$ cat src/design/utf8s_pkg.sv
// Shared types and constants for the UTF-8 stream sanitizer.
// Used by utf8s_check, utf8s_window and utf8_stream_sanitizer; depends on nothing.
package utf8s_pkg;

   localparam int WIN_DEPTH = 4;
   localparam int WIN_IDX_W = 2;
   localparam int CNT_W     = 3;
   localparam int CP_W      = 21;

   typedef logic [7:0]       byte_type;
   typedef logic [CNT_W-1:0] count_type;
   typedef logic [CP_W-1:0]  cp_type;

   localparam byte_type REPLACE_CHAR = 8'h3F;
   localparam byte_type LEAD2_LO     = 8'hC2;
   localparam byte_type LEAD2_HI     = 8'hDF;
   localparam byte_type LEAD3_LO     = 8'hE0;
   localparam byte_type LEAD3_HI     = 8'hEF;
   localparam byte_type LEAD4_LO     = 8'hF0;
   localparam byte_type LEAD4_HI     = 8'hF4;
   localparam byte_type CONT_MASK    = 8'hC0;
   localparam byte_type CONT_TAG     = 8'h80;

   localparam cp_type MIN_CP2 = 21'h00080;
   localparam cp_type MIN_CP3 = 21'h00800;
   localparam cp_type MIN_CP4 = 21'h10000;
   localparam cp_type SURR_LO = 21'h0D800;
   localparam cp_type SURR_HI = 21'h0DFFF;
   localparam cp_type CP_MAX  = 21'h10FFFF;

   // What to do with the byte at the head of the window.
   typedef enum logic [1:0] {
      ACT_PASS    = 2'd0,
      ACT_REPLACE = 2'd1,
      ACT_WAIT    = 2'd2,
      ACT_SEQ     = 2'd3
   } action_type;

   typedef struct packed {
      action_type action;
      logic [1:0] extra;   // continuation bytes of an accepted sequence
   } verdict_type;

   typedef struct packed {
      logic     append;
      logic     drop;
      byte_type data;
   } win_ctrl_type;

endpackage

$ cat src/design/utf8s_check.sv
// Head-of-window checker: classifies the oldest pending byte and its sequence.
// Depends on utf8s_pkg.
module utf8s_check (
   input  utf8s_pkg::byte_type    win_bytes [utf8s_pkg::WIN_DEPTH],
   input  utf8s_pkg::count_type   win_count,
   input  logic                   last,
   output utf8s_pkg::verdict_type verdict
);

   utf8s_pkg::byte_type  head;
   logic [1:0]           n;
   utf8s_pkg::cp_type    min_cp;
   utf8s_pkg::cp_type    cp;
   utf8s_pkg::count_type need;
   logic                 c1_ok;
   logic                 c2_ok;
   logic                 c3_ok;
   logic                 seq_ok;

   assign head  = win_bytes[0];
   assign c1_ok = (win_bytes[1] & utf8s_pkg::CONT_MASK) == utf8s_pkg::CONT_TAG;
   assign c2_ok = (win_bytes[2] & utf8s_pkg::CONT_MASK) == utf8s_pkg::CONT_TAG;
   assign c3_ok = (win_bytes[3] & utf8s_pkg::CONT_MASK) == utf8s_pkg::CONT_TAG;
   assign need  = {1'b0, n} + 3'd1;

   always_comb begin
      n      = 2'd0;
      min_cp = '0;
      if (head inside {[utf8s_pkg::LEAD2_LO:utf8s_pkg::LEAD2_HI]}) begin
         n      = 2'd1;
         min_cp = utf8s_pkg::MIN_CP2;
      end else if (head inside {[utf8s_pkg::LEAD3_LO:utf8s_pkg::LEAD3_HI]}) begin
         n      = 2'd2;
         min_cp = utf8s_pkg::MIN_CP3;
      end else if (head inside {[utf8s_pkg::LEAD4_LO:utf8s_pkg::LEAD4_HI]}) begin
         n      = 2'd3;
         min_cp = utf8s_pkg::MIN_CP4;
      end
   end

   always_comb begin
      case (n)
         2'd1:    cp = {10'd0, head[4:0], win_bytes[1][5:0]};
         2'd2:    cp = {5'd0, head[3:0], win_bytes[1][5:0], win_bytes[2][5:0]};
         2'd3:    cp = {head[2:0], win_bytes[1][5:0], win_bytes[2][5:0],
                        win_bytes[3][5:0]};
         default: cp = '0;
      endcase
   end

   assign seq_ok = c1_ok && (n < 2'd2 || c2_ok) && (n < 2'd3 || c3_ok)
                   && cp >= min_cp
                   && !(cp >= utf8s_pkg::SURR_LO && cp <= utf8s_pkg::SURR_HI)
                   && cp <= utf8s_pkg::CP_MAX;

   always_comb begin
      verdict.extra = n;
      if (!head[7]) begin
         verdict.action = utf8s_pkg::ACT_PASS;
      end else if (n == 2'd0) begin
         verdict.action = utf8s_pkg::ACT_REPLACE;
      end else if (win_count < need) begin
         // Incomplete sequence: hold it unless the stream ends here.
         verdict.action = last ? utf8s_pkg::ACT_REPLACE : utf8s_pkg::ACT_WAIT;
      end else if (seq_ok) begin
         verdict.action = utf8s_pkg::ACT_SEQ;
      end else begin
         verdict.action = utf8s_pkg::ACT_REPLACE;
      end
   end

endmodule

$ cat src/design/utf8s_window.sv
// Lookahead window: four pending bytes, oldest first, with append and drop-head.
// Depends on utf8s_pkg.
module utf8s_window (
   input  logic                    clock,
   input  logic                    reset,
   input  utf8s_pkg::win_ctrl_type ctrl,
   output utf8s_pkg::byte_type     win_bytes [utf8s_pkg::WIN_DEPTH],
   output utf8s_pkg::count_type    win_count
);

   utf8s_pkg::byte_type  win_ff [utf8s_pkg::WIN_DEPTH];
   utf8s_pkg::byte_type  win_in [utf8s_pkg::WIN_DEPTH];
   utf8s_pkg::count_type count_ff;
   utf8s_pkg::count_type count_in;

   always_comb begin
      win_in   = win_ff;
      count_in = count_ff;
      if (ctrl.append) begin
         win_in[count_ff[utf8s_pkg::WIN_IDX_W-1:0]] = ctrl.data;
         count_in = count_ff + 3'd1;
      end else if (ctrl.drop) begin
         for (int i = 0; i < utf8s_pkg::WIN_DEPTH - 1; i++) begin
            win_in[i] = win_ff[i+1];
         end
         count_in = count_ff - 3'd1;
      end
   end

   always_ff @(posedge clock) begin
      win_ff <= win_in;
   end

   always_ff @(posedge clock) begin
      if (reset) begin
         count_ff <= '0;
      end else begin
         count_ff <= count_in;
      end
   end

   assign win_bytes = win_ff;
   assign win_count = count_ff;

endmodule

$ cat src/design/utf8_stream_sanitizer.sv
// UTF-8 stream sanitizer top level: sequencer, output register and the
// window and checker instances. Depends on utf8s_pkg, utf8s_check, utf8s_window.
//
// The block takes one byte beat on the req_ channel, appends it to a four-byte
// lookahead window and then walks the window head under a two-state sequencer,
// giving out exactly one rsp_ beat per input byte, in order. ASCII bytes pass
// unchanged; a well-formed multibyte sequence (correct continuations, shortest
// form, no surrogate, at most 10FFFF) passes whole; otherwise only the leading
// byte turns into '?' and the bytes behind it are checked again from the start.
// A valid lead whose continuations have not arrived yet is held back until they
// do, and a beat with req_last set flushes the window, so rsp_last marks the
// last byte given out for that beat. The single head checker and the one-beat
// output register set the pace: one result beat per cycle while rsp_ready is
// high, and req_ready is low while the window is being drained. The output
// register lets the next byte be accepted while the last result still waits
// to be taken.
module utf8_stream_sanitizer (
   input  logic       clock,
   input  logic       reset,
   input  logic       req_valid,
   output logic       req_ready,
   input  logic [7:0] req_byte,
   input  logic       req_last,
   output logic       rsp_valid,
   input  logic       rsp_ready,
   output logic [7:0] rsp_byte,
   output logic       rsp_last
);

   typedef enum logic [1:0] {
      S_IDLE = 2'b01,
      S_EVAL = 2'b10
   } state_type;

   state_type state_ff;
   state_type state_in;

   // Bytes of an accepted sequence that still have to go out unchanged.
   logic [1:0] pass_ff;
   logic [1:0] pass_in;
   logic       last_ff;
   logic       last_in;

   logic                rsp_valid_ff;
   logic                rsp_valid_in;
   utf8s_pkg::byte_type rsp_byte_ff;
   utf8s_pkg::byte_type rsp_byte_in;
   logic                rsp_last_ff;
   logic                rsp_last_in;

   utf8s_pkg::win_ctrl_type ctrl;
   utf8s_pkg::byte_type     win_bytes [utf8s_pkg::WIN_DEPTH];
   utf8s_pkg::count_type    win_count;
   utf8s_pkg::verdict_type  verdict;

   logic                slot_free;
   logic                emit_go;
   utf8s_pkg::byte_type emit_byte;

   utf8s_window u_window (
      .clock     (clock),
      .reset     (reset),
      .ctrl      (ctrl),
      .win_bytes (win_bytes),
      .win_count (win_count)
   );

   utf8s_check u_check (
      .win_bytes (win_bytes),
      .win_count (win_count),
      .last      (last_ff),
      .verdict   (verdict)
   );

   // The output register can take a new beat when empty or being drained now.
   assign slot_free = !rsp_valid_ff || rsp_ready;
   assign req_ready = (state_ff == S_IDLE);

   always_comb begin
      state_in     = state_ff;
      pass_in      = pass_ff;
      last_in      = last_ff;
      rsp_valid_in = rsp_valid_ff && !rsp_ready;
      rsp_byte_in  = rsp_byte_ff;
      rsp_last_in  = rsp_last_ff;
      ctrl         = '0;
      ctrl.data    = req_byte;
      emit_go      = 1'b0;
      emit_byte    = win_bytes[0];

      case (state_ff)
         S_IDLE: begin
            if (req_valid) begin
               ctrl.append = 1'b1;
               last_in     = req_last;
               state_in    = S_EVAL;
            end
         end
         S_EVAL: begin
            if (pass_ff != 2'd0) begin
               // Continuation bytes of a sequence already found good.
               if (slot_free) begin
                  emit_go = 1'b1;
                  pass_in = pass_ff - 2'd1;
               end
            end else begin
               case (verdict.action)
                  utf8s_pkg::ACT_WAIT: begin
                     state_in = S_IDLE;
                  end
                  utf8s_pkg::ACT_PASS: begin
                     emit_go = slot_free;
                  end
                  utf8s_pkg::ACT_REPLACE: begin
                     emit_go   = slot_free;
                     emit_byte = utf8s_pkg::REPLACE_CHAR;
                  end
                  utf8s_pkg::ACT_SEQ: begin
                     emit_go = slot_free;
                     if (slot_free) begin
                        pass_in = verdict.extra;
                     end
                  end
                  default: begin
                     state_in = S_IDLE;
                  end
               endcase
            end

            if (emit_go) begin
               ctrl.drop    = 1'b1;
               rsp_valid_in = 1'b1;
               rsp_byte_in  = emit_byte;
               // The beat that empties the window closes a flushing input beat.
               rsp_last_in  = last_ff && (win_count == 3'd1);
               if (win_count == 3'd1) begin
                  state_in = S_IDLE;
               end
            end
         end
         default: begin
            state_in = S_IDLE;
         end
      endcase
   end

   always_ff @(posedge clock) begin
      if (reset) begin
         state_ff     <= S_IDLE;
         pass_ff      <= '0;
         last_ff      <= 1'b0;
         rsp_valid_ff <= 1'b0;
      end else begin
         state_ff     <= state_in;
         pass_ff      <= pass_in;
         last_ff      <= last_in;
         rsp_valid_ff <= rsp_valid_in;
      end
   end

   always_ff @(posedge clock) begin
      rsp_byte_ff <= rsp_byte_in;
      rsp_last_ff <= rsp_last_in;
   end

   assign rsp_valid = rsp_valid_ff;
   assign rsp_byte  = rsp_byte_ff;
   assign rsp_last  = rsp_last_ff;

endmodule
$ cat config.mk
export PLATFORM = sky130hd
export DESIGN_NAME = utf8_stream_sanitizer
export DESIGN_NICKNAME = d
export VERILOG_FILES = /design/src/design/utf8s_pkg.sv /design/src/design/utf8s_check.sv /design/src/design/utf8s_window.sv /design/src/design/utf8_stream_sanitizer.sv
export SDC_FILE = /design/constraint.sdc
export NUM_CORES = 1
export LEC_CHECK = 0
export BUFFER_PORTS_ARGS = -buffer_cell sky130_fd_sc_hd__buf_2
export CORE_ASPECT_RATIO = 2
export CORE_MARGIN = 5
export CORE_UTILIZATION = 64
export CTS_CLUSTER_SIZE = 16
export DETAILED_ROUTE_END_ITERATION = 8
export PLACE_DENSITY = 0.92
export SLEW_MARGIN = 10
export SYNTH_ARGS = -nofsm -noshare
export SYNTH_HDL_FRONTEND = slang
export SYNTH_HIERARCHICAL = 1
export SYNTH_SLANG_ARGS = --single-unit
$ cat constraint.sdc
create_clock -name clock -period 10.1 [get_ports clock]
set_input_delay 1.01 -clock clock [delete_from_list [all_inputs] [get_ports clock]]
set_output_delay 1.01 -clock clock [all_outputs]
set_load 0.03 [all_outputs]
# ---- Word-level counts from Yosys, hierarchy flattened
# Index checks and enable logic that the tools add are counted.
dict set report word_totals {
  word_cells 114
  in_bits 13
  out_inout_bits 11
  ff_bits 50
}
dict set report classes {
  reduce_logical 27
  eq_ne 15
  n_addsub 4
  bitwise 1
  mux 41
  n_lt_le_gt_ge 15
}
# op count
set ops {}
lappend ops {{21-bit one-hot mux with 3 select lines} 1}
lappend ops {{24-bit 2-to-1 mux} 2}
lappend ops {{21-bit 2-to-1 mux} 2}
lappend ops {{2-bit 2-to-1 mux} 17}
lappend ops {{32-bit bitwise mux} 1}
lappend ops {{8-bit >= comparator (second input constant)} 3}
lappend ops {{8-bit <= comparator (second input constant)} 3}
lappend ops {{8-bit 2-to-1 mux} 3}
lappend ops {{21-bit by 16-bit >= comparator with 1-bit output (second input constant)} 1}
lappend ops {{21-bit >= comparator} 1}
lappend ops {{21-bit by 16-bit <= comparator with 1-bit output (second input constant)} 1}
lappend ops {{21-bit <= comparator (second input constant)} 1}
lappend ops {{17-bit 2-to-1 mux} 1}
lappend ops {{8-bit demux with 2-bit select} 1}
lappend ops {{2-bit equality test (second input constant)} 8}
lappend ops {{1-bit logical AND} 12}
lappend ops {{1-bit 2-to-1 mux} 10}
lappend ops {{2-bit by 1-bit equality test with 1-bit output (second input constant)} 3}
lappend ops {{3-bit 2-to-1 mux} 2}
lappend ops {{2-bit != test (second input constant)} 3}
lappend ops {{2-bit nonzero test} 3}
lappend ops {{2-bit logical NOT} 2}
lappend ops {{2-bit less-than comparator (second input constant)} 2}
lappend ops {{2-bit one-hot mux with 2 select lines} 1}
lappend ops {{14 further kinds} 19}

# ---- Longest topological paths before layout
# Gate-level depths: netlist of the first run.
dict set report logic_depth {
  depth_word 25
  mapped_depth 21
  depth_no_buf 20
}

# ---- Hierarchy
# The synthesis of the first run kept the hierarchy.
# mod cells_each instances area_per_inst_um2 seq_area_each_um2
set by_module_without_submodules {}
lappend by_module_without_submodules {utf8s_window 93 1 1433.9 1021.0}
lappend by_module_without_submodules {utf8_stream_sanitizer 60 1 695.7 390.4}
lappend by_module_without_submodules {utf8s_check 91 1 606.8 0.0}

# ---- Worst setup path after synthesis of the first run
# No wires, ideal clock.
dict set report synth_timing {
  path_type {reg-to-reg}
  from {register u_window.win_ff, in the netlist u_window/win_bytes[25]}
  to {register u_window.win_ff, in the netlist u_window/win_bytes[10] (enable)}
  setup_slack_ns 5.395
  period_less_slack_ns 4.705
  t_required_ns 9.725
  path_buffers 1
  stages_incl_launch_ff 21
  setup_ns 0.375
  t_arrival_ns 4.330
  cell_sequence {edfxtp_1 -> o21a_1 -> nor2_1 -> nand4_1 -> and2_1 -> inv_1 -> ha_1 -> buf_2 -> a222oi_1 -> or2_2 -> ha_1 -> nand2_1 -> nand2_1 -> a211o_1 -> a221oi_2 -> o31ai_1 -> or4b_4 -> nand2_1 -> nor2_1 -> nor2b_2 -> o21bai_1}
}
# element line
set synth_lines {}
lappend synth_lines {{start: declaration} utf8s_window.sv:11} ;# utf8s_pkg::byte_type win_ff [utf8s_pkg::WIN_DEPTH];
lappend synth_lines {{start signal: assignment} utf8s_window.sv:31} ;# win_ff <= win_in;

==> results of run 1 <==
[cells in the mapped netlist, drive strengths merged, types with 2 or more instances]
| master | number | area, µm² |
|---|---|---|
| o31ai | 6 | 45.0 |
| and2 | 5 | 31.3 |
| nand4 | 2 | 12.5 |
| a21oi | 7 | 35.0 |
| a221o | 2 | 20.0 |
| o21bai | 3 | 22.5 |
| nor4 | 4 | 25.0 |
| nand2 | 22 | 82.6 |
| clkbuf | 3 | 11.3 |
| mux2i | 2 | 20.0 |
| nor3 | 6 | 30.0 |
| o2111ai | 3 | 26.3 |
| dfxtp | 9 | 180 |
| nand3b | 2 | 15.0 |
| or3 | 2 | 12.5 |
| o21ai | 9 | 45.0 |
| o2bb2ai | 24 | 210 |
| nor2 | 12 | 45.0 |
| edfxtp | 41 | 1230 |
| a221oi | 2 | 23.8 |
| nor2b | 7 | 46.3 |
| nand2b | 3 | 18.8 |
| inv | 11 | 41.3 |
| o41ai | 2 | 17.5 |
| o311ai | 2 | 25.0 |
| or2 | 8 | 50.1 |
| ha | 11 | 138 |
| nand3 | 3 | 15.0 |
| a31oi | 2 | 12.5 |
| buf | 6 | 32.5 |
| a22oi | 3 | 22.5 |
| or4 | 3 | 22.5 |
[worst reg2reg max path: cells and delay by family, from the launching register on]
kind | cells | cell delay (ns)
compound gates | 6 | 1.64
fa+ha+maj | 2 | 0.77
buf+inv | 1 | 0.11
flops | 1 | 0.50
simple gates | 10 | 2.32
[area by class of cell]
type	instances	share of cell area, %
well taps	52	2.18
multi-input cells	174	41.5
flip-flops and latches	50	47.3
clock inverters	3	1.47
clock buffers	5	2.31
inverters	11	1.38
repair buffers	23	3.86
[registers in the layout, summed over array words and instances (netlist names)]
register            flops
last_ff                 1
state_ff                2
rsp_last                1
pass_ff                 2
rsp_valid               1
rsp_byte                8
u_window/win_bytes     32
u_window/win_count      3
[routing by layer]
layer	track usage [%]	vias to the layer above	part of all wire, %
met5	0	-	0
met4	13.0	0	4.4
met3	4.55	24	4.4
met2	41.6	76	56
met1	21.0	986	35
li1	-	996	-
[report_power, final]
| group | leakage, nW | switching (W) | total, W | internal [W] |
|---|---|---|---|---|
| Combinational | 0.527 | 0.000194 | 0.000315 | 0.000121 |
| Sequential | 0.450 | 0.0000519 | 0.000342 | 0.000290 |
| Clock | 0.0585 | 0.0000655 | 0.000140 | 0.0000742 |
[cells in the final DEF, fill, tap and decap left out, drive strengths merged, types with 3 or more instances in the layout]
master,instances
edfxtp,41
o2bb2ai,24
buf,23
nand2,22
nor2,12
inv,12
ha,11
o21ai,9
dfxtp,9
or2,8
a21oi,7
nor2b,7
o31ai,6
nor3,6
and2,5
clkbuf,5
nor4,4
nand2b,3
o2111ai,3
or4,3
a22oi,3
nand3,3
o21bai,3
[worst paths after layout]
check,to,slack (ns),cells after the start
max reg2reg,u_window/win_bytes[20],4.40,19
min,last_ff,0.54,2
min reg2reg,last_ff,0.54,2
max,u_window/win_bytes[20],4.40,19
[through the flow]
stage	setup WS (ns)	area, µm²	hold WS [ns]	utilization, %
2_1_floorplan	5.40	2740	0.475	-
3_3_place_gp	4.63	2870	0.502	69.6
3_5_place_dp	4.46	2870	0.521	69.6
4_1_cts	4.41	2990	0.541	72.3
5_1_grt	4.00	2990	0.563	72.3
6_report	4.40	2990	0.537	72.3
[cells by family after synthesis]
group | after synthesis | synth area share, %
AO/OA/AOI/OAI | 72 | 20.6
XOR/XNOR | 1 | 0.320
adder cells (fa/ha/maj) | 12 | 5.76
buffers and inverters | 20 | 3.11
flip-flops | 50 | 51.6
multiplexers | 3 | 1.14
AND/OR/NAND/NOR | 86 | 17.5
==> run summary, run 1 <==
Outcome -> complete, no violations
Die Span X -> 56.2 µm
Required time of the worst setup path -> 10.03 ns
Most used DFF post-synth -> edfxtp_1
Die Ht -> 102 µm
Starting Density -> 66.3%
Cell Area, Synth -> 2740 µm²
Die area -> 5760 µm²
Vias in the first global route -> 2096
Gates resized, CTS repair -> 0
Avg WL per Cell -> 18.8 µm
Worst path slowest cell -> nor2_1
Dpl cells -> 310
Sequential cell area fraction in the yosys report -> 51.6%
Via count -> 2082
Max frequency -> 175 MHz
Port Buffers -> 23
Post-DP HPWL -> 4.57 mm
CP top delay family -> simple AND/OR/NAND/NOR gates
Yosys reg bits -> 50
Worst setup path start -> u_window/win_bytes[25]
Reg2reg start -> u_window/win_bytes[25]
Critical path class -> flip-flop to flip-flop
Initial DRC count -> 116
Max_slew headroom -> 41.2%
CTS H-Tree Depth -> 2
Synthesis-to-layout area growth -> 9.10%
ANT cells -> 0
Reg area -> 1410 µm²
Worst-Skew Late Latency -> 0.30 ns
Post-synth EDFFs -> 41
Crit-path cells -> o21a_1, nor2_1, nand4_1, and2_1, inv_1, ha_1, nand2_1, a21oi_1, ha_1, and2_1, nor2b_1, a221o_1, a221oi_2, o31ai_1, or4b_4, nand2_1, nor2_1, nor2b_2, o21bai_1
Crit path max fanout -> 15
Row cnt -> 33
CTS clock-pin slew for the worst setup and hold paths -> 0.09 ns
Fin. Hold Viols -> 0
Via/cell ratio -> 6.55
Antenna viol nets, final -> 0
Hold_buf cts -> 0
Worst slew pin tran -> 0.878 ns
Max incr delay on CP -> 0.68 ns
TritonCTS clock tree -> built
Filler Cell Count -> 308
Hold Path Class -> flip-flop to flip-flop
Worst Setup Start Kind -> flip-flop
Part of the cycle the worst path needs -> 56.5%
DRT Pass-1 Iters -> 4
I/O pin total -> 24
Clk buf depth -> 2
CP Capture Type -> flip-flop
DRC Markers -> 0
Pwr/cell area -> 267 nW/µm²
Overall power -> 0.000797 W
Post-CTS setup buffers -> 0
Num CTS Buffers -> 5
Crit path arrival time -> 5.63 ns
Detailed Route WL -> 5.98 mm
Global route overflow -> 0
Asr flop ratio synth -> 0%
Initial antenna violation count -> 0
Max Cap Violations -> 0
Post-Syn Nets -> 269
Slew Viols, Final -> 0
HP Start -> last_ff
Bufs and invs on worst path -> 1
First-pass GRT wire length -> 9.64 mm
Count of cell types in the netlist -> 55
Yosys warns -> 6
Pleak -> 1.03 nW
Synth Instances -> 244
GRT Total Usage -> 21.8%
Clk root buf -> clkbuf_8
Final setup violating endpoints -> 0
Nets -> 290
Share of cells above drive strength 1 -> 16.9%
RSZ-0062 raised after global routing -> no
Gpl congestion -> 0.933
Tmin final -> 5.70 ns
Clock sinks -> 50
Setup_tns -> 0 ns
Area of the multi-input gates -> 1240 µm²
Largest net degree at the start of global routing -> 29
Maximum vdd drop -> 0.000207 V
Clk_skew -> 0.00671 ns
Core Box Area -> 4130 µm²
Final Non-Filler Cells -> 318
Syn Area/Cell -> 11.2 µm²
No activity file was read; power rests on OpenSTA's default activity.
==> run 2, diff against run 1 <==
Settings changed: CORE_UTILIZATION 64 to 59, PLACE_DENSITY 0.92 to 0.86.
Clock period 10.1 ns to 5.55 ns, I/O delays scaled along.
==> run summary, run 2 (same netlist as run 1, synthesis figures left out) <==
Reg power frac -> 42.8% (about the same)
Crit path arrival time -> 5.00 ns (-0.63 ns)
Maximum vdd drop -> 0.000317 V (+53%)
GRT Total Usage -> 21.7% (-0.15 points)
Required time of the worst setup path -> 5.51 ns (-4.52 ns)
Filler Cell Count -> 372 (+21%)
Core Box Area -> 4550 µm² (+10%)
Max Cap Violations -> 0 (unchanged)
Antenna viol nets, final -> 0 (unchanged)
Clk buf depth -> 2 (unchanged)
Reg2reg start -> u_window/win_bytes[25]
Worst slew pin tran -> 0.806 ns (-0.0721 ns)
Gates resized, CTS repair -> 0 (unchanged)
TritonCTS clock tree -> built
Worst R2R End -> u_window/win_bytes[17]
Num CTS Buffers -> 5 (unchanged)
Global route overflow -> 0 (unchanged)
Via/cell ratio -> 6.42 (-1.9%)
Initial DRC count -> 89 (-23%)
Max frequency -> 198 MHz (+13%)
Starting Density -> 60.1% (-6.2 points)
CP Capture Type -> flip-flop
Max_slew headroom -> 46.2% (+4.9 points)
Hold Path Class -> primary input to flip-flop
Fin. Hold Viols -> 0 (unchanged)
Setup WS pre-CTS -> 0.609 ns (-3.85 ns)
Worst-Skew Late Latency -> 0.30 ns (about the same)
Combinational group share of total power -> 40.0% (+0.5 points)
Critical path class -> flip-flop to flip-flop
Nets -> 292 (+0.69%)
Worst setup margin -> 0.507 ns (-3.89 ns)
CTS H-Tree Depth -> 2 (unchanged)
Dpl cells -> 315 (+1.6%)
Crit path max fanout -> 10 (-5)
Via count -> 2074 (-0.38%)
Most common cell after layout, fill and taps aside -> edfxtp_1
Share of cells above drive strength 1 -> 17.2% (+0.25 points)
Pwr/cell area -> 485 nW/µm² (+82%)
Setup_tns -> 0 ns (unchanged)
Row cnt -> 35 (+6.1%)
Switching part of the total -> 39.3% (+0.16 points)
Tmin final -> 5.04 ns (-0.659 ns)
Pint -> 0.000885 W (+82%)
Clock sinks -> 50 (unchanged)
Die Ht -> 106 µm (+3.7%)
Switching power -> 0.000573 W (+84%)
Post-DP HPWL -> 4.67 mm (+2.2%)
Reg2reg path depth -> 18 (-1)
CTS clock-pin slew for the worst setup and hold paths -> 0.09 ns (about the same)
Die Span X -> 58.2 µm (+3.4%)
Largest net degree at the start of global routing -> 29 (unchanged)
RSZ-0062 raised after global routing -> no
Hold Path End -> u_window/win_bytes[6]
Vias in the first global route -> 2178 (+3.9%)
Hold_buf cts -> 0 (unchanged)
Gpl congestion -> 0.984 (+5.5%)
Worst Setup Start Kind -> flip-flop
Clk_skew -> 0.00846 ns (+0.00176 ns)
Initial antenna violation count -> 0 (unchanged)
HP Start -> req_byte[6]
DRT Pass-1 Iters -> 4 (unchanged)
DRC Markers -> 0 (unchanged)
Clk pwr share -> 17.3% (-0.2 points)
Commonest cells after routing, fill and taps aside -> edfxtp_1, o2bb2ai_1, buf_2
First-pass GRT wire length -> 10.1 mm (+5.2%)
Port Buffers -> 23 (unchanged)
Reg2reg setup slack -> 0.51 ns (-3.89 ns)
Synthesis-to-layout area growth -> 9.69%
Die area -> 6180 µm² (+7.3%)
Post-CTS setup buffers -> 0 (unchanged)
Largest register FFs -> 32 (unchanged)
Outcome -> complete, no violations
Avg WL per Cell -> 19.0 µm (+0.94%)
Final setup violating endpoints -> 0 (unchanged)
Hold Crit Depth -> 1 (-1)
Detailed Route WL -> 6.14 mm (+2.5%)
ANT cells -> 0 (unchanged)
I/O pin total -> 24 (unchanged)
Final Non-Filler Cells -> 323 (+1.6%)
Pleak -> 1.04 nW (+0.36%)
Slew Viols, Final -> 0 (unchanged)
Clk root buf -> clkbuf_8
Part of the cycle the worst path needs -> 90.9% (+34 points)
run 2: cell types whose count changed in the layout (fill, tap and decap cells not counted):
cell        change
clkbuf_1        +1
clkinvlp_4      +1
buf_4           +2
clkinv_2        -1
inv_6           -1
run 2: critical path, stage by stage, from the launching register on:
cell and delay, ns:
edfxtp_1 0.51, o21a_1 0.25, nor2_1 0.16, nand4_1 0.14, and2_1 0.20, inv_1 0.11, ha_1 0.39, a222oi_1 0.12
or2_2 0.29, ha_1 0.29, nand4_1 0.09, a221oi_1 0.31, a221oi_2 0.13, o31ai_1 0.43, or4b_4 0.54, nand2_1 0.09
nor2_1 0.06, nor2b_2 0.19, o21bai_1 0.39
run 2: per-stage QoR:
step	area, µm²	power [W]	hold slack, ns	util (%)
global route	3000	0.00155	0.426	65.9
CTS	3000	0.00146	0.434	65.9
finish	3000	0.00146	0.444	65.9
floorplan	2740	0.00105	0.475	-
detailed placement	2890	0.00120	0.527	63.5
global placement	2890	0.00118	0.505	63.5
run 2: cell type report:
cell class / count / area [µm²] / share of cell area [%]
inverter: 11 / 41.3 / 1.38
sequential: 50 / 1410 / 47.0
multi-input combinational: 174 / 1240 / 41.3
tap: 55 / 68.8 / 2.29
clock inverter: 2 / 37.5 / 1.25
clock buffer: 6 / 72.6 / 2.42
timing repair buffer: 25 / 130 / 4.34
run 2: worst max path at each step:
stage                                 from                      to  slack [ns]
global route        u_window/win_bytes[25]  u_window/win_bytes[25]        0.20
CTS                 u_window/win_bytes[25]  u_window/win_bytes[17]        0.55
floorplan           u_window/win_bytes[25]  u_window/win_bytes[10]        0.85
finish              u_window/win_bytes[25]  u_window/win_bytes[17]        0.51
detailed placement  u_window/win_bytes[25]  u_window/win_bytes[19]        0.61
global placement    u_window/win_bytes[25]  u_window/win_bytes[27]        0.75
run 2: routing by layer:
metal  routed length, µm  GRT usage (%)  vias up
li1                    -              -      995
met1                2110           21.3     1005
met2                3630           42.2       63
met3                 238           3.16       11
met4                 161           9.29        0
met5                   0              0        -
run 2: power by group through the flow:
stage               clock network [W]  logic (W)  registers [W]
detailed placement                  0   0.000571       0.000627
CTS                          0.000259   0.000581       0.000619
global route                 0.000275   0.000644       0.000632
floorplan                           0   0.000440       0.000610
global placement                    0   0.000555       0.000626
finish                       0.000251   0.000583       0.000623
==> run 3, diff against run 2 <==
Settings changed: PLACE_DENSITY 0.86 to 0.79.
==> run summary, run 3 (same netlist as run 1, synthesis figures left out) <==
Outcome -> complete, no violations
Tmin final -> 5.09 ns (+0.0509 ns)
Part of the cycle the worst path needs -> 91.8% (+0.92 points)
Critical path class -> flip-flop to flip-flop
Reg2reg start -> u_window/win_bytes[25]
Pwr/cell area -> 482 nW/µm² (-0.80%)
Crit path max fanout -> 15 (+5)
Pleak -> 1.03 nW (-1.0%)
TritonCTS clock tree -> built
Met3 Track Usage GR -> 2.67% (-0.49 points)
Via count -> 2146 (+3.5%)
Most common cell after layout, fill and taps aside -> edfxtp_1
M1 GR Usage -> 22.2% (+0.87 points)
Worst Setup Start Kind -> flip-flop
Max incr delay on CP -> 0.55 ns (about the same)
Worst setup margin -> 0.456 ns (-0.0509 ns)
Vias in the first global route -> 2188 (+0.46%)
CP Capture Type -> flip-flop
Clk root buf -> clkbuf_8
DP Area -> 2880 µm² (-0.26%)
Initial DRC count -> 125 (+40%)
Dpl cells -> 314 (-0.32%)
Detailed Route WL -> 6.67 mm (+8.7%)
CTS H-Tree Depth -> 2 (unchanged)
Met2 Usage GRT -> 45.7% (+3.6 points)
Crit-path cells -> o21a_1, nor2_1, nand4_1, and2_1, inv_1, ha_2, a222oi_1, or2_2, ha_1, nand4_1, a221oi_1, a221oi_2, o31ai_1, or4b_4, nand2_1, nor2_1, nor2b_2, o21bai_1
Slew Viols, Final -> 0 (unchanged)
Post-CTS setup buffers -> 0 (unchanged)
Worst-Skew Late Latency -> 0.31 ns (about the same)
I/O pin total -> 24 (unchanged)
Die Ht -> 106 µm (unchanged)
Final design area excluding fillers -> 2980 µm² (-0.79%)
Synthesis-to-layout area growth -> 8.83%
Core Box Area -> 4550 µm² (unchanged)
Largest register FFs -> 32 (unchanged)
Crit path arrival time -> 5.07 ns (+0.07 ns)
Setup_tns -> 0 ns (unchanged)
First-pass GRT wire length -> 10.7 mm (+5.8%)
Gates resized, CTS repair -> 0 (unchanged)
Starting Density -> 60.1% (unchanged)
DRT Pass-1 Iters -> 7 (+3)
Reg2reg setup slack -> 0.46 ns (-0.05 ns)
Max_slew headroom -> 44.9% (-1.2 points)
Max Cap Violations -> 0 (unchanged)
Share of cells above drive strength 1 -> 17.6% (+0.44 points)
Worst path slowest cell -> or4b_4
Final Non-Filler Cells -> 322 (-0.31%)
Hold Path Class -> primary input to flip-flop
Hold_buf cts -> 0 (unchanged)
Maximum vdd drop -> 0.000275 V (-13%)
Avg WL per Cell -> 20.7 µm (+9.1%)
Reg2reg path depth -> 18 (unchanged)
CTS clock-pin slew for the worst setup and hold paths -> 0.10 ns (about the same)
Via/cell ratio -> 6.66 (+3.8%)
DRC Markers -> 0 (unchanged)
Required time of the worst setup path -> 5.52 ns (about the same)
Global route overflow -> 0 (unchanged)
Initial antenna violation count -> 0 (unchanged)
RSZ-0062 raised after global routing -> no
Clk_skew -> 0.00795 ns (-0.000517 ns)
Final setup violating endpoints -> 0 (unchanged)
Commonest cells after routing, fill and taps aside -> edfxtp_1, o2bb2ai_1, buf_2
Port Buffers -> 23 (unchanged)
ANT cells -> 0 (unchanged)
HP Start -> req_byte[5]
Max frequency -> 196 MHz (-1.0%)
Gpl congestion -> 0.950 (-3.5%)
GR peak layer -> met2
Antenna viol nets, final -> 0 (unchanged)
Worst R2R End -> u_window/win_bytes[18]
Num CTS Buffers -> 5 (unchanged)
Fin. Hold Viols -> 0 (unchanged)
Die Span X -> 58.2 µm (unchanged)
Row cnt -> 35 (unchanged)
Die area -> 6180 µm² (unchanged)
Largest net degree at the start of global routing -> 29 (unchanged)
Clk buf depth -> 2 (unchanged)
Post-DP HPWL -> 5.18 mm (+11%)
Worst slew pin tran -> 0.824 ns (+0.0183 ns)
GRT Total Usage -> 23.3% (+1.6 points)
Nets -> 291 (-0.34%)
Hold Path End -> u_window/win_bytes[5]
Clock sinks -> 50 (unchanged)
Hold Crit Depth -> 1 (unchanged)
Setup WS pre-CTS -> 0.438 ns (-0.172 ns)
run 3: cell types whose count changed in the layout (fill, tap and decap cells not counted), sizes merged:
cell / change
clkinvlp: -1
clkinv: +1
clkbuf: -1
bufinv: -1
buf: -1
inv: +2
run 3: through the flow:
step	power [W]	util [%]	hold slack [ns]
global route	0.00152	65.4	0.415
global placement	0.00120	63.3	0.509
detailed placement	0.00121	63.3	0.512
CTS	0.00144	65.3	0.419
finish	0.00143	65.4	0.429
floorplan	0.00105	-	0.475
run 3: power by group:
group	total (W)	internal [W]	switching, W
combinational	0.000586	0.000222	0.000364
clock	0.000220	0.0000914	0.000129
sequential	0.000628	0.000528	0.0000999
total	0.00143	0.000841	0.000593
run 3: worst max path at each step:
stage | startpoint | endpoint | cells after the start
6_report | u_window/win_bytes[25] | u_window/win_bytes[18] | 18
5_1_grt | u_window/win_bytes[25] | u_window/win_bytes[21] | 18
4_1_cts | u_window/win_bytes[25] | u_window/win_bytes[21] | 18
3_3_place_gp | u_window/win_bytes[25] | u_window/win_bytes[24] | 18
2_1_floorplan | u_window/win_bytes[25] | u_window/win_bytes[10] | 20
3_5_place_dp | u_window/win_bytes[25] | u_window/win_bytes[19] | 18
run 3: layer usage:
metal  part of all wire [%]  vias up
met2                     58       87
li1                       -     1000
met3                    3.9       28
met5                      0        -
met1                     33     1031
met4                    4.8        0
run 3: worst max-delay path: cells and delay by family, from the launching register on:
kind,cells,cell delay (ns)
AO/OA/AOI/OAI,6,1.70
adder cells (fa/ha/maj),2,0.68
buffers and inverters,1,0.10
flip-flops,1,0.51
AND/OR/NAND/NOR,9,1.76
run 3: final cells by class:
| cell class | count | area (µm²) |
|---|---|---|
| fillers | 394 | 1580 |
| clock buffers | 5 | 68.8 |
| inverters | 11 | 41.3 |
| well taps | 55 | 68.8 |
| clock inverters | 3 | 22.5 |
| flip-flops and latches | 50 | 1410 |
| repair buffers | 24 | 123 |
| multi-input cells | 174 | 1240 |
